**config.mk**
```make
export PLATFORM = sky130hd
export DESIGN_NAME = boot_bank_fallback_controller
export DESIGN_NICKNAME = d
export VERILOG_FILES = /design/src/rtl/core/bbfc_pkg.sv /design/src/rtl/core/boot_bank_fallback_controller.sv
export SDC_FILE = /design/constraint.sdc
export NUM_CORES = 1
export LEC_CHECK = 0
export BUFFER_PORTS_ARGS = -buffer_cell sky130_fd_sc_hd__buf_2
export CORE_ASPECT_RATIO = 2
export CORE_MARGIN = 8
export CORE_UTILIZATION = 53
export CTS_BUF_LIST = sky130_fd_sc_hd__clkbuf_16
export DETAILED_ROUTE_END_ITERATION = 12
export HOLD_SLACK_MARGIN = 0.15
export PLACE_DENSITY = 0.76
export SYNTH_ARGS = -nofsm -noshare
export SYNTH_HDL_FRONTEND = slang
export SYNTH_SLANG_ARGS = --single-unit
```
**constraint.sdc**
```tcl
create_clock -name i_clk -period 2.75 [get_ports i_clk]
set_input_delay 0.1375 -clock i_clk [delete_from_list [all_inputs] [get_ports i_clk]]
set_output_delay 0.1375 -clock i_clk [all_outputs]
set_load 0.02 [all_outputs]
```
**src/rtl/core/bbfc_pkg.sv**
```systemverilog
// Shared constants, codes and helpers for the boot bank fallback controller
`default_nettype none
package bbfc_pkg;

    localparam int CNT_W = 16;
    localparam int OUT_CNT_W = 16;
    localparam int CMP_W = (CNT_W > OUT_CNT_W) ? CNT_W : OUT_CNT_W;

    localparam int CFG_IDX_W = 3;
    localparam int CFG_DATA_W = 32;

    localparam logic [CFG_IDX_W-1:0] CFG_MAGIC_A    = 3'd0;
    localparam logic [CFG_IDX_W-1:0] CFG_MAGIC_B    = 3'd1;
    localparam logic [CFG_IDX_W-1:0] CFG_AUTH_DIS   = 3'd2;
    localparam logic [CFG_IDX_W-1:0] CFG_BL_JUMP    = 3'd3;
    localparam logic [CFG_IDX_W-1:0] CFG_RETRY_LIM  = 3'd4;
    localparam logic [CFG_IDX_W-1:0] CFG_FAULT_LIM  = 3'd5;

    localparam logic [1:0] KIND_BANK_CHECK = 2'd0;
    localparam logic [1:0] KIND_BOOT_FAIL  = 2'd1;
    localparam logic [1:0] KIND_APP_FAIL   = 2'd2;
    localparam logic [1:0] KIND_HARD_FAULT = 2'd3;

    localparam logic [1:0] CHOICE_INVALID = 2'd0;
    localparam logic [1:0] CHOICE_BANK_B  = 2'd1;
    localparam logic [1:0] CHOICE_BANK_A  = 2'd2;

    localparam logic [1:0] ACT_CONT  = 2'd0;
    localparam logic [1:0] ACT_RESET = 2'd1;
    localparam logic [1:0] ACT_SLEEP = 2'd2;
    localparam logic [1:0] ACT_FBL   = 2'd3;

    localparam logic [2:0] ST_A_OK    = 3'd0;
    localparam logic [2:0] ST_A_FAIL  = 3'd1;
    localparam logic [2:0] ST_B_OK    = 3'd2;
    localparam logic [2:0] ST_B_FAIL  = 3'd3;
    localparam logic [2:0] ST_UNKNOWN = 3'd4;

    localparam logic [1:0] FC_NONE = 2'd0;
    localparam logic [1:0] FC_BOOT = 2'd1;
    localparam logic [1:0] FC_APP  = 2'd2;

    function automatic logic [OUT_CNT_W-1:0] cnt_to_out(input logic [CNT_W-1:0] c);
        logic [CMP_W-1:0] t;
        t = CMP_W'(c);
        return t[OUT_CNT_W-1:0];
    endfunction

endpackage
`default_nettype wire

```
**src/rtl/core/boot_bank_fallback_controller.sv**
```systemverilog
// Boot bank fallback controller: bank selection and failure escalation
// An accepted transaction's result is on the output register in the cycle after it is accepted.
// Throughput: one transaction per cycle; input ready drops only while a result is stalled.
// All event logic is one pass of compares and counter updates between state and result.
// Synchronous active-low reset: counters, flags and switch cleared, status unknown,
// configuration back to its defaults, output register empty.
`default_nettype none
module boot_bank_fallback_controller (
    input  wire logic                          i_clk,
    input  wire logic                          i_rst_n,
    input  wire logic                          i_cfg_wr_en,
    input  wire logic [bbfc_pkg::CFG_IDX_W-1:0]  i_cfg_idx,
    input  wire logic [bbfc_pkg::CFG_DATA_W-1:0] i_cfg_wdata,
    input  wire logic                          i_valid,
    output logic                               o_ready,
    input  wire logic [1:0]                    i_kind,
    input  wire logic [31:0]                   i_magic_word,
    output logic                               o_valid,
    input  wire logic                          i_ready,
    output logic [1:0]                         o_bank_choice,
    output logic [1:0]                         o_action,
    output logic [2:0]                         o_app_state,
    output logic [1:0]                         o_fault_flag_a,
    output logic [1:0]                         o_fault_flag_b,
    output logic                               o_switch_pending,
    output logic [15:0]                        o_retry_count,
    output logic [15:0]                        o_fault_count
);

    logic [31:0] r_magic_a;
    logic [31:0] r_magic_b;
    logic        r_auth_dis;
    logic        r_bl_jump;
    logic [15:0] r_retry_lim;
    logic [15:0] r_fault_lim;

    logic [bbfc_pkg::CNT_W-1:0] r_retry_cnt, n_retry_cnt;
    logic [bbfc_pkg::CNT_W-1:0] r_fault_cnt, n_fault_cnt;
    logic       r_switch, n_switch;
    logic [2:0] r_status, n_status;
    logic [1:0] r_flag_a, n_flag_a;
    logic [1:0] r_flag_b, n_flag_b;
    logic [1:0] n_choice;
    logic [1:0] n_action;

    logic r_out_valid;
    logic in_acc;

    logic [bbfc_pkg::CMP_W-1:0] retry_ext, retry_lim_ext, fault_ext, fault_lim_ext;
    logic       log_to_a;
    logic [1:0] fail_code;

    assign o_ready = !r_out_valid || i_ready;
    assign in_acc  = i_valid && o_ready;
    assign o_valid = r_out_valid;

    assign retry_ext     = bbfc_pkg::CMP_W'(r_retry_cnt);
    assign retry_lim_ext = bbfc_pkg::CMP_W'(r_retry_lim);
    assign fault_ext     = bbfc_pkg::CMP_W'(r_fault_cnt);
    assign fault_lim_ext = bbfc_pkg::CMP_W'(r_fault_lim);

    always_comb begin
        n_retry_cnt = r_retry_cnt;
        n_fault_cnt = r_fault_cnt;
        n_switch    = r_switch;
        n_status    = r_status;
        n_flag_a    = r_flag_a;
        n_flag_b    = r_flag_b;
        n_choice    = bbfc_pkg::CHOICE_INVALID;
        n_action    = bbfc_pkg::ACT_CONT;
        log_to_a    = 1'b0;
        fail_code   = bbfc_pkg::FC_BOOT;
        case (i_kind)
            bbfc_pkg::KIND_BANK_CHECK: begin
                if (r_auth_dis) begin
                    n_flag_a = bbfc_pkg::FC_NONE;
                    n_flag_b = bbfc_pkg::FC_NONE;
                    n_switch = 1'b0;
                end
                n_status = bbfc_pkg::ST_A_OK;
                if (i_magic_word == r_magic_b) begin
                    n_choice = bbfc_pkg::CHOICE_BANK_B;
                    n_status = bbfc_pkg::ST_B_OK;
                end else if (i_magic_word == r_magic_a) begin
                    n_choice = bbfc_pkg::CHOICE_BANK_A;
                end
                if (n_switch) begin
                    if (n_choice == bbfc_pkg::CHOICE_BANK_B) begin
                        n_choice = bbfc_pkg::CHOICE_BANK_A;
                        n_status = bbfc_pkg::ST_A_OK;
                    end else begin
                        n_choice = bbfc_pkg::CHOICE_BANK_B;
                        n_status = bbfc_pkg::ST_B_OK;
                    end
                end
            end
            bbfc_pkg::KIND_BOOT_FAIL, bbfc_pkg::KIND_APP_FAIL: begin
                if (i_kind == bbfc_pkg::KIND_APP_FAIL) begin
                    n_status  = (r_status == bbfc_pkg::ST_A_OK) ? bbfc_pkg::ST_A_FAIL
                                                                : bbfc_pkg::ST_B_FAIL;
                    fail_code = bbfc_pkg::FC_APP;
                    log_to_a  = (n_status == bbfc_pkg::ST_A_FAIL);
                end else begin
                    log_to_a  = (r_status == bbfc_pkg::ST_A_OK);
                end
                n_action = bbfc_pkg::ACT_RESET;
                if (retry_ext < retry_lim_ext) begin
                    n_retry_cnt = r_retry_cnt + bbfc_pkg::CNT_W'(1);
                end else if (retry_ext == retry_lim_ext) begin
                    n_retry_cnt = r_retry_cnt + bbfc_pkg::CNT_W'(1);
                    if (r_bl_jump) begin
                        n_action = bbfc_pkg::ACT_FBL;
                    end else begin
                        if (log_to_a) begin
                            n_flag_a = fail_code;
                        end else begin
                            n_flag_b = fail_code;
                        end
                        if (r_switch) begin
                            n_switch = 1'b0;
                            n_action = bbfc_pkg::ACT_SLEEP;
                        end else begin
                            n_switch    = 1'b1;
                            n_retry_cnt = '0;
                        end
                    end
                end else begin
                    n_retry_cnt = bbfc_pkg::CNT_W'(1);
                end
            end
            default: begin
                n_action = bbfc_pkg::ACT_RESET;
                if (fault_ext < fault_lim_ext) begin
                    n_fault_cnt = r_fault_cnt + bbfc_pkg::CNT_W'(1);
                end else if (fault_ext == fault_lim_ext) begin
                    n_fault_cnt = r_fault_cnt + bbfc_pkg::CNT_W'(1);
                    n_action    = bbfc_pkg::ACT_SLEEP;
                end else begin
                    n_fault_cnt = bbfc_pkg::CNT_W'(1);
                end
            end
        endcase
    end

    always_ff @(posedge i_clk) begin
        if (!i_rst_n) begin
            r_magic_a   <= 32'd1;
            r_magic_b   <= 32'd2;
            r_auth_dis  <= 1'b0;
            r_bl_jump   <= 1'b0;
            r_retry_lim <= 16'd2;
            r_fault_lim <= 16'd2;
        end else if (i_cfg_wr_en) begin
            case (i_cfg_idx)
                bbfc_pkg::CFG_MAGIC_A:   r_magic_a   <= i_cfg_wdata;
                bbfc_pkg::CFG_MAGIC_B:   r_magic_b   <= i_cfg_wdata;
                bbfc_pkg::CFG_AUTH_DIS:  r_auth_dis  <= i_cfg_wdata[0];
                bbfc_pkg::CFG_BL_JUMP:   r_bl_jump   <= i_cfg_wdata[0];
                bbfc_pkg::CFG_RETRY_LIM: r_retry_lim <= i_cfg_wdata[15:0];
                bbfc_pkg::CFG_FAULT_LIM: r_fault_lim <= i_cfg_wdata[15:0];
                default: ;
            endcase
        end
    end

    always_ff @(posedge i_clk) begin
        if (!i_rst_n) begin
            r_retry_cnt <= '0;
            r_fault_cnt <= '0;
            r_switch    <= 1'b0;
            r_status    <= bbfc_pkg::ST_UNKNOWN;
            r_flag_a    <= bbfc_pkg::FC_NONE;
            r_flag_b    <= bbfc_pkg::FC_NONE;
            r_out_valid <= 1'b0;
        end else begin
            if (in_acc) begin
                r_retry_cnt <= n_retry_cnt;
                r_fault_cnt <= n_fault_cnt;
                r_switch    <= n_switch;
                r_status    <= n_status;
                r_flag_a    <= n_flag_a;
                r_flag_b    <= n_flag_b;
                r_out_valid <= 1'b1;
            end else if (i_ready) begin
                r_out_valid <= 1'b0;
            end
        end
    end

    always_ff @(posedge i_clk) begin
        if (in_acc) begin
            o_bank_choice    <= n_choice;
            o_action         <= n_action;
            o_app_state      <= n_status;
            o_fault_flag_a   <= n_flag_a;
            o_fault_flag_b   <= n_flag_b;
            o_switch_pending <= n_switch;
            o_retry_count    <= bbfc_pkg::cnt_to_out(n_retry_cnt);
            o_fault_count    <= bbfc_pkg::cnt_to_out(n_fault_cnt);
        end
    end

`ifndef SYNTHESIS
    a_bank_check_continues: assert property (@(posedge i_clk) disable iff (!i_rst_n)
        in_acc && (i_kind == bbfc_pkg::KIND_BANK_CHECK) |=> o_action == bbfc_pkg::ACT_CONT)
        else $error("bank check gave an action other than continue");

    a_choice_only_on_check: assert property (@(posedge i_clk) disable iff (!i_rst_n)
        in_acc && (i_kind != bbfc_pkg::KIND_BANK_CHECK)
        |=> o_bank_choice == bbfc_pkg::CHOICE_INVALID)
        else $error("bank choice set on a failure transaction");

    a_auth_clears: assert property (@(posedge i_clk) disable iff (!i_rst_n)
        in_acc && (i_kind == bbfc_pkg::KIND_BANK_CHECK) && r_auth_dis
        |=> !o_switch_pending && (o_fault_flag_a == bbfc_pkg::FC_NONE)
            && (o_fault_flag_b == bbfc_pkg::FC_NONE))
        else $error("auth disabled check left flags set");

    a_switch_forces_bank: assert property (@(posedge i_clk) disable iff (!i_rst_n)
        in_acc && (i_kind == bbfc_pkg::KIND_BANK_CHECK) && r_switch && !r_auth_dis
        |=> o_bank_choice != bbfc_pkg::CHOICE_INVALID)
        else $error("pending switch gave an invalid bank");

    a_status_range: assert property (@(posedge i_clk) disable iff (!i_rst_n)
        r_out_valid |-> o_app_state <= bbfc_pkg::ST_UNKNOWN)
        else $error("application state code out of range");
`endif

endmodule
`default_nettype wire

```
; Word level (Yosys, flattened, before mapping)
; Index checks and enable logic that the tools add are counted.
[op_classes]
n_addsub = 2
n_lt_le_gt_ge = 2
eq_ne = 13
muxes = 50
n_reduce_logical = 15
[ops]
columns = operator, count
row1 = two-way mux 16 bit, 8
row2 = equality test 32 bit, 2
row3 = two-way mux 2 bit, 25
row4 = adder 16 x 1 -> 16 bit (second input constant), 2
row5 = equality test 16 bit, 2
row6 = less-than comparator 16 bit, 2
row7 = one-hot mux 2 bit (2 select lines), 3
row8 = AND reduction 2 bit, 6
row9 = two-way mux 1 bit, 10
row10 = equality test 2 x 1 -> 1 bit (second input constant), 3
row11 = equality test 3 x 2 -> 1 bit (second input constant), 2
row12 = equality test 3 bit (second input constant), 2
row13 = zero test 3 bit, 2
row14 = two-way mux 3 bit, 2
row15 = one-hot mux 3 bit (2 select lines), 1
row16 = equality test 3 x 1 -> 1 bit (second input constant), 1
row17 = OR reduction 3 bit, 1
row18 = equality test 2 bit (second input constant), 1
row19 = zero test 2 bit, 1
row20 = one-hot mux 1 bit (2 select lines), 1
row21 = nonzero test 2 bit, 1
row22 = OR reduction 2 bit, 1
row23 = logical AND 1 bit, 1
row24 = zero test 1 bit, 1
row25 = logical OR 1 bit, 1
[totals]
regBits = 183
in_bits = 74
wordCells = 103

; Logic depth before layout (Yosys ltp)
; Gate-level depths: netlist (run 1).
[logic_depth]
word_depth = 10
mapped_depth = 10
mapped_depth_nobuf = 8

; Worst setup path before layout (run 1)
; OpenSTA, ideal clock, no wires.
[synth_path]
kind = reg2reg
from = register r_out_valid (netlist: o_valid)
to = register r_fault_cnt, in the netlist fault_ext[10]
setup_time_ps = 201
arrival_ps = 2662
required_ps = 2549
setup_slack_ps = -112
stages_incl_launch_ff = 6
cell_sequence = dfxtp_1 -> nand2b_1 -> nand2_1 -> inv_2 -> buf_1 -> o221ai_1
[synth_between]
elab_chain_len = 3
[synth_lines]
columns = item, line_no
row1 = "start, declared", boot_bank_fallback_controller.sv:46  ; logic r_out_valid;
row2 = "start signal, assigned", boot_bank_fallback_controller.sv:174  ; r_out_valid <= 1'b0;
row3 = "start signal, assigned", boot_bank_fallback_controller.sv:183  ; r_out_valid <= 1'b1;
row4 = "start signal, assigned", boot_bank_fallback_controller.sv:185  ; r_out_valid <= 1'b0;
row5 = zero test 1 bit, boot_bank_fallback_controller.sv:53  ; assign o_ready = !r_out_valid || i_ready;
row6 = logical OR 1 bit, boot_bank_fallback_controller.sv:53
row7 = net o_ready, boot_bank_fallback_controller.sv:15  ; output logic o_ready,
row8 = logical AND 1 bit, boot_bank_fallback_controller.sv:54  ; assign in_acc = i_valid && o_ready;
row9 = net in_acc, boot_bank_fallback_controller.sv:47  ; logic in_acc;
row10 = "end signal, assigned", boot_bank_fallback_controller.sv:178  ; r_fault_cnt <= n_fault_cnt;
row11 = "end, declared", boot_bank_fallback_controller.sv:38  ; logic [bbfc_pkg::CNT_W-1:0] r_fault_cnt, n_fault_cnt;
; The timed path passes the listed nets, and every way through them passes these cells.
; A chain may end at the register's enable or synchronous reset.

; Final worst setup path (run 1)
[layout_path]
from = register r_fault_cnt, in the netlist fault_ext[9]
to = register o_fault_count[2] (data pin)
[layout_between]
elab_chain_len = 4
[layout_lines]
columns = item, line_no
row1 = branches (longest 2 deep; another with less-than comparator 16 bit), n/a
row2 = two-way mux 16 bit *, boot_bank_fallback_controller.sv:133  ; if (fault_ext < fault_lim_ext) begin
row3 = two-way mux 16 bit *, boot_bank_fallback_controller.sv:73  ; case (i_kind)
row4 = "net n_fault_cnt, one bit", boot_bank_fallback_controller.sv:38
row5 = "end signal, assigned", boot_bank_fallback_controller.sv:199  ; o_fault_count <= bbfc_pkg::cnt_to_out(n_fault_cnt);
row6 = "end, declared", boot_bank_fallback_controller.sv:27  ; output logic [15:0] o_fault_count
; Mark *: on every way through the listed nets, which the timed path passes.

==> flow_summary_export.csv, run 1 <==
group,metric,value,unit
route,num_vias,8462,
power,p_seq_share,48.0,%
clock_tree,clk_latency,440,ps
yosys,ys_types,78,
sta,finalSetupViolCount,0,
worst_setup_path,end_kind,"register",
sta,max_freq,390,MHz
cells_and_area,final_common_cell,"nand2_1",
route,ant_nets,0,
yosys,ys_seq_elements,183,
worst_setup_path,critPathLaunchType,"register",
cells_and_area,drive_above_1_share,15.8,%
worst_setup_path,crit_slowest_cell,"a31oi_4",
power,irDropWorstVdd,429,µV
yosys,syn_inst,1111,
yosys,syn-cell-area,0.00950,mm²
route,routedWlPerCell,17.6,µm
power,leakage,0.00433,µW
clock_tree,clk_pin_slew,80,ps
global_routing,overflow,0,
placed_design,dp.cells,1407,
route,vias_per_cell,5.74,
cells_and_area,syn2layout_area_growth,18.0,%
sta,fin_crit_sh,93.2,%
clock_tree,cts_sinks,183,
sta,worst_pin_slew,615,ps
run_status,outcome,"finished, final reports clean",
power,p_sw,1610,µW
power,p_int,4350,µW
placed_design,dp_hpwl,18600,µm
yosys,ys.warnings.count,0,
clock_tree,max-clock-path-buffers,2,
clock_tree,cts_root_buf,"clkbuf_16",
sta,hold_violations,0,
worst_setup_path,rrSetupSlack,190,ps
floorplanning,dieArea,0.0227,mm²
global_routing,grt_max_degree,103,
yosys,ys_async_sr_fraction,0,%
worst_setup_path,path_max_fanout,19,
yosys,avgSynthCellArea,8.55,µm²
clock_tree,cts_tree,"done",
worst_setup_path,cpPeakStageDelay,450,ps
global_routing,grt.total_usage,22.7,%
floorplanning,die_x,111,µm
floorplanning,rows,69,
yosys,yosysSeqAreaShare,43.2,%
global_routing,antenna_found_initial,1,
yosys,synth_top_area_share,29.3,%
route,wirelength,26000,µm
floorplanning,io_pins,120,
yosys,post-synth-top-area-cell,"dfxtp_1",
power,swShare,27.0,%
cells_and_area,layout_common_cells,"nand2_1, dfxtp_1, a21oi_1",
placed_design,dpl-instance-area,0.0103,mm²
placed_design,gp_congestion,0.962,
floorplanning,start_util,53.7,%
sta,slew_violations,0,
worst_setup_path,required,2930,ps
route,route.detailed.drc,0,
route,drt-initial-drc-count,414,
floorplanning,die_h,205,µm
flow_run,cap_violations,0,
worst_setup_path,crit_arrival,2750,ps
cells_and_area,fin_area,0.0112,mm²
cells_and_area,instances_no_fill,1475,
worst_hold_path,hp-class,"in2reg",
sta,final.setup.tns,0,ps
power,power_frac_comb,11.0,%
clock_tree,htreeDepth,4,
yosys,synth-main-ff-cell,"dfxtp_1",
floorplanning,coreArea,0.0177,mm²
sta,min_period,2560,ps
sta,worst_clock_skew,16.4,ps
worst_setup_path,crit_type,"reg2reg",
placed_design,io_buffers,119,
route,firstDrtPassIters,6,
yosys,synth_area_leaders,"dfxtp_1, edfxtp_1, nand2_1, a21oi_1, ha_1",
worst_setup_path,path_buf_inv,0,
worst_setup_path,crit_family,"compound AO/OA/AOI/OAI gates",
global_routing,grt_pass1_vias,8353,
clock_tree,cts_buffers,17,
yosys,syn-num-nets,1224,
worst_setup_path,crit_chain,"ha_1 -> nand4_2 -> a211oi_1 -> o2111ai_2 -> a31oi_4 -> nor2_1 -> a22o_1",
cells_and_area,nNetsFinal,1361,
power,power_density,531,mW/mm²
yosys,synth_edf_count,44,
sta,maxSlewHeadroom,58.6,%
sta,rsz0062_at_grt,"false",
clock_tree,post_cts_buffers,0,
power,clock_power_share,41.0,%
global_routing,grt_pass1_wl,41900,µm
[path summary, 6_finish.rpt]
check	cells past startpoint	endpoint	from
setup reg to reg	7	o_fault_count[2]	fault_ext[9]
setup / recovery	7	o_fault_count[2]	fault_ext[9]
hold / removal	4	r_auth_dis	i_cfg_idx[0]
hold reg to reg	2	fault_lim_ext[3]	fault_lim_ext[3]
[Yosys cell counts, drive strengths merged (8+ instances only)]
library cell and instances:
nand2 243, dfxtp 139, a21oi 121, nor2 62, inv 51, xor2 50
edfxtp 44, clkbuf 40, ha 39, nand3 34, xnor2 31, o21ai 30
nand4 22, nor4 22, nor3 19, buf 16, and2 11, and3 11
a31oi 10, o22ai 10, a22o 8
[power groups by stage]
stage	combinational [µW]	clock, µW	sequential, µW
finish	658	2440	2860
global route	709	2580	2860
CTS	651	2480	2860
detailed placement	610	0	2920
global placement	605	0	2920
floorplan	324	0	2960
[worst reg2reg max path, stage by stage (launching register included)]
cell       delay (ps)
dfxtp_1           380
ha_1              340
nand4_2           160
a211oi_1          260
o2111ai_2         210
a31oi_4           450
nor2_1            250
a22o_1            260
[final cells by class]
| cell class | instances | area [µm²] |
|---|---|---|
| Fill cell | 1509 | 6480 |
| Tap cell | 213 | 267 |
| Antenna cell | 1 | 2.50 |
| Sequential cell | 183 | 4100 |
| Timing Repair Buffer | 174 | 1120 |
| Clock buffer | 17 | 425 |
| Inverter | 52 | 196 |
| Multi-Input combinational cell | 820 | 4940 |
| Clock inverter | 15 | 159 |
[what timing repair did]
action	4_1_cts	5_1_grt
setup endpoints to repair	0	2
resized for setup	0	1
hold endpoints to repair	101	0
hold buffers	35	0
[logic make-up (layout without fill, tap and decap cells)]
logic type / count (synthesis) / in the layout / synth area share, %
buffers and inverters: 108 / 258 / 4.93
adder cells (fa/ha/maj): 39 / 39 / 5.14
XOR/XNOR: 81 / 81 / 7.47
AO/OA/AOI/OAI: 228 / 228 / 15.2
AND/OR/NAND/NOR: 469 / 469 / 23.8
multiplexers: 3 / 3 / 0.316
other: 0 / 1 / 0
flip-flops: 183 / 183 / 43.2
[per-stage QoR]
stage / hold WS (ps) / util, % / worst slack (ps) / total power [µW]
floorplan: 261 / - / 46.4 / 3290
global placement: 385 / 58.0 / 265 / 3520
detailed placement: 395 / 58.0 / 230 / 3530
CTS: 157 / 63.3 / 209 / 5980
global route: 204 / 63.4 / 22.0 / 6160
finish: 190 / 63.4 / 188 / 5960
[state kept, by name (all words and copies together), names as in the netlist, 16 cells and up]
register and count:
o_retry_count 16, fault_ext 16, r_retry_cnt 16, r_magic_b 32, o_fault_count 16, fault_lim_ext 16
r_magic_a 32, r_retry_lim 16
[layer usage]
metal,routed length (µm),GRT usage [%]
met4,1610,16.3
met1,9750,23.9
met3,1550,4.87
met5,0,0
met2,13000,39.4
No activity file was read; power rests on OpenSTA's default activity.
==> inputs of run 2 (changes only) <==
CORE_UTILIZATION = 59   (was 53)
PLACE_DENSITY = 0.8   (was 0.76)
clock period = 2.9 ns   (was 2.75 ns; I/O delays follow)
==> run 2 against run 1 <==
Die area shrank 9.1%; setup slack better by 140 ps; via count is 1.7% higher; global-route usage rose by 2.7 points; critical path depth stayed put; routed wire length rose by 0.17%; largest cell class unchanged; non-clock buffer count down 2; sequential share of layout area increased by 0.20 points; count of clock-buffer cells in the layout unchanged; critical path type unchanged; register-to-register slack improved by 140 ps; combinational power is 5.5% lower; core utilization increased by 7.3 points.
==> flow_summary_export.csv, run 2 (synthesis gave the netlist of run 1 again) <==
group,metric,value,unit
route,dr.max_layer_used,"met4",
clock_tree,cts_sinks,183,
clock_tree,clk_pin_slew,80,ps
cells_and_area,fin_area,0.0112,mm²
route,vias_per_cell,5.89,
floorplanning,coreArea,0.0158,mm²
global_routing,overflow,0,
cells_and_area,diodes,0,
cells_and_area,reg_top3,"r_magic_a (32), r_magic_b (32)",
power,irDropWorstVdd,448,µV
sta,hold_violations,0,
placed_design,dp_hpwl,18400,µm
clock_tree,cts_root_buf,"clkbuf_16",
cells_and_area,layout_common_cells,"nand2_1, dfxtp_1, a21oi_1",
sta,hold_ws,187,ps
sta,min_period,2570,ps
floorplanning,io_pins,120,
global_routing,grt.total_usage,25.4,%
worst_setup_path,crit_arrival,2760,ps
global_routing,antenna_found_initial,0,
route,drt-initial-drc-count,461,
sta,final.setup.tns,0,ps
floorplanning,start_util,60.2,%
route,num_vias,8604,
sta,worst_clock_skew,19.8,ps
sta,fin_crit_sh,88.7,%
power,leakage,0.00431,µW
worst_setup_path,end_kind,"register",
route,route.met3.wl,2000,µm
clock_tree,post_cts_buffers,0,
cells_and_area,syn2layout_area_growth,17.4,%
floorplanning,die_h,195,µm
sta,slew_violations,0,
route,wirelength,26000,µm
power,power,5560,µW
global_routing,grt_pass1_vias,8432,
worst_setup_path,crit_type,"reg2reg",
floorplanning,rows,65,
cells_and_area,num-fill-cells,1253,
route,firstDrtPassIters,5,
sta,maxSlewHeadroom,21.6,%
global_routing,grt_pass1_wl,42300,µm
worst_hold_path,hp-class,"in2reg",
route,routedWlPerCell,17.8,µm
route,route.met2.wl,13200,µm
power,power_density,499,mW/mm²
cells_and_area,drive_above_1_share,15.4,%
clock_tree,htreeDepth,4,
route,route.detailed.drc,0,
run_status,outcome,"finished, final reports clean",
worst_setup_path,critPathLaunchType,"register",
worst_setup_path,path_max_fanout,19,
clock_tree,max-clock-path-buffers,2,
route,wirelength_met1,9320,µm
worst_setup_path,required,3080,ps
global_routing,grt_max_degree,114,
clock_tree,cts_buffers,17,
placed_design,dpl-instance-area,0.0102,mm²
sta,worst_pin_slew,1180,ps
clock_tree,cts_tree,"done",
sta,finalSetupViolCount,0,
sta,rsz0062_at_grt,"false",
floorplanning,dieArea,0.0207,mm²
route,ant_nets,0,
placed_design,gp_congestion,0.972,
cells_and_area,nNetsFinal,1359,
floorplanning,die_x,106,µm
clock_tree,clk_latency,440,ps
flow_run,cap_violations,0,
sta,max_freq,389,MHz
cells_and_area,final_common_cell,"nand2_1",
placed_design,io_buffers,119,
run 2: cell types whose count changed in the layout (fill, tap and decap cells not counted), sizes merged:
cell	delta
buf	-3
clkinv	+2
bufinv	-1
clkinvlp	-1
diode	-1
dlygate4sd3	+1
run 2: layout make-up:
cell class                 instances  area, µm²  area share (%)
tap                              201        251            2.25
multi-input combinational        820       4930            44.2
timing repair buffer             172       1110            9.94
clock inverter                    15        135            1.21
sequential                       183       4100            36.8
clock buffer                      17        425            3.81
inverter                          52        196            1.76
run 2: power breakdown:
group / switching (µW) / total (µW) / internal, µW
clock network: 1090 / 2230 / 1140
logic: 401 / 622 / 221
registers: 32.7 / 2710 / 2680
total: 1530 / 5560 / 4040
run 2: metrics by stage:
step,std cells,util [%],setup slack [ps]
global route,1460,70.7,67.9
floorplan,1111,-,37.8
finish,1460,70.7,329
CTS,1460,70.7,340
detailed placement,1392,64.9,367
global placement,1392,64.9,418
run 2: routing by layer:
| layer | vias to the layer above | track usage, % |
|---|---|---|
| met4 | 0 | 16.7 |
| li1 | 4143 | - |
| met5 | - | 0 |
| met3 | 77 | 5.74 |
| met2 | 398 | 44.0 |
| met1 | 3986 | 26.7 |
run 2: what timing repair did:
action / CTS / global route
hold buffers: 36 / 0
setup endpoints to repair: 0 / 0
resized for setup: 0 / 0
endpoints found under the hold margin: 109 / 0
run 2: final timing paths:
check                               startpoint                end  slack [ps]  cells after the start
worst min-delay path              i_cfg_idx[1]         r_auth_dis         190                      4
worst max-delay path             fault_ext[10]  o_fault_count[11]         330                      7
worst min register to register  r_retry_lim[9]     r_retry_lim[9]         450                      2
worst max register to register   fault_ext[10]  o_fault_count[11]         330                      7
run 2: critical path, cell delays in order (launching register included):
cell and delay (ps):
dfxtp_1 380, ha_1 370, nand4_2 150, a211oi_1 260
o2111ai_2 200, a31oi_4 450, nor2_1 240, a22o_1 260
==> inputs of run 3 (changes only) <==
PLACE_DENSITY = 0.84   (was 0.8)
==> run 3 against run 2 <==
Power grew 1.4%; register-to-register slack is essentially flat; final cell count is the same; worst hold slack gained 1.1 ps; clock skew shrank 8.2 ps; critical endpoint is now o_retry_count[0]; largest cell class unchanged.
==> flow_summary_export.csv, run 3 (synthesis gave the netlist of run 1 again) <==
group,metric,value,unit
route,drt-initial-drc-count,450,
sta,rsz0062_at_grt,"false",
worst_setup_path,critPathLaunchType,"register",
cells_and_area,final-seq-area,0.00410,mm²
sta,maxSlewHeadroom,19.9,%
sta,final.setup.tns,0,ps
clock_tree,max-clock-path-buffers,2,
clock_tree,clk_pin_slew,70,ps
floorplanning,dieArea,0.0207,mm²
cells_and_area,layout_common_cells,"nand2_1, dfxtp_1, a21oi_1",
route,routedWlPerCell,17.9,µm
floorplanning,io_pins,120,
sta,min_period,2580,ps
placed_design,dp_hpwl,18500,µm
worst_setup_path,path_buf_inv,1,
placed_design,dpl-instance-area,0.0102,mm²
sta,hold_violations,0,
global_routing,antenna_found_initial,0,
cells_and_area,drive_above_1_share,15.3,%
placed_design,io_buffers,119,
floorplanning,die_x,106,µm
route,vias_per_cell,5.95,
global_routing,grt_pass1_wl,42200,µm
sta,fin_crit_sh,89.0,%
sta,worst_pin_slew,1200,ps
run_status,outcome,"finished, final reports clean",
route,wirelength,26200,µm
power,power_density,506,mW/mm²
clock_tree,htreeDepth,4,
clock_tree,cts_buffers,17,
worst_setup_path,crit_type,"reg2reg",
cells_and_area,final_common_cell,"nand2_1",
worst_setup_path,crit_chain,"ha_1 -> a21oi_1 -> o21ai_0 -> a21oi_1 -> o211a_1 -> buf_4 -> o21ai_0 -> a2bb2oi_1",
sta,worst_clock_skew,11.6,ps
worst_setup_path,end_kind,"register",
global_routing,grt.total_usage,25.1,%
clock_tree,clk_latency,440,ps
global_routing,grt_pass1_vias,8563,
worst_setup_path,crit_arrival,2870,ps
cells_and_area,fin_area,0.0112,mm²
sta,finalSetupViolCount,0,
worst_setup_path,required,3190,ps
clock_tree,cts_root_buf,"clkbuf_16",
placed_design,gp_congestion,0.941,
cells_and_area,nNetsFinal,1359,
worst_setup_path,path_max_fanout,12,
worst_setup_path,crit_family,"compound AO/OA/AOI/OAI gates",
floorplanning,die_h,195,µm
cells_and_area,syn2layout_area_growth,17.5,%
global_routing,grt_max_degree,114,
clock_tree,cts_tree,"done",
worst_hold_path,hp-class,"in2reg",
floorplanning,coreArea,0.0158,mm²
power,irDropWorstVdd,386,µV
worst_setup_path,cpPeakStageDelay,470,ps
cells_and_area,num-fill-cells,1245,
route,ant_nets,0,
sta,slew_violations,0,
route,num_vias,8683,
flow_run,cap_violations,0,
floorplanning,start_util,60.2,%
floorplanning,rows,65,
sta,max_freq,388,MHz
cells_and_area,reg_top3,"r_magic_a (32), r_magic_b (32)",
cells_and_area,multi_input_area,0.00493,mm²
clock_tree,cts_sinks,183,
route,route.detailed.drc,0,
clock_tree,ctsResizeCount,0,
route,firstDrtPassIters,5,
global_routing,overflow,0,
cells_and_area,diodes,0,
worst_setup_path,crit_slowest_cell,"dfxtp_1",
power,leakage,0.00432,µW
==> run 3: cell types whose count changed in the layout (fill, tap and decap cells not counted) <==
cell and change:
inv_2 +1, buf_12 -1, inv_8 -4, bufinv_16 +2
clkinvlp_4 -1, clkinv_4 +1, clkinv_2 +1, inv_1 +2
buf_4 +1, inv_4 -2
==> run 3: through the flow <==
stage               utilization, %  std cells  setup slack, ps  power [µW]  hold slack, ps
finish                        70.7       1460              320        5640             188
global route                  70.7       1460             82.7        5810             237
CTS                           70.7       1460              338        5640             176
detailed placement            64.8       1392              363        3340             402
global placement              64.8       1392              430        3330             398
floorplan                        -       1111             37.8        3120             269
==> run 3: where the power goes <==
group / internal (µW) / switching [µW]
registers: 2680 / 32.4
logic: 218 / 401
clock network: 1280 / 1040
total: 4170 / 1470
==> run 3: path summary, 6_finish.rpt <==
path	cells past startpoint	slack (ps)	startpoint	to
hold / removal	4	190	i_cfg_idx[1]	r_auth_dis
hold reg to reg	2	450	r_retry_lim[6]	r_retry_lim[6]
setup / recovery	8	320	r_retry_cnt[9]	o_retry_count[0]
setup reg to reg	8	320	r_retry_cnt[9]	o_retry_count[0]
==> run 3: layout make-up <==
class | count | area share [%]
timing repair buffer | 172 | 9.82
clock inverter | 15 | 1.39
multi-input combinational | 820 | 44.2
sequential | 183 | 36.8
inverter | 52 | 1.76
clock buffer | 17 | 3.81
tap | 201 | 2.25
==> run 3: worst min-delay path, stage by stage <==
cell,delay (ps)
buf_2,120
nor4bb_1,130
a21oi_1,140
nor2_1,50
==> run 3: layer usage <==
metal	up-vias	track usage (%)	wire, µm
li1	4143	-	-
met1	4034	26.5	9330
met2	401	42.4	13000
met3	105	5.57	2030
met4	0	19.1	1840
met5	-	0	0
==> run 3: repair_timing <==
action                    in CTS  in global routing
setup buffers                  0                  0
hold endpoints to repair     109                  0
hold buffers                  36                  0
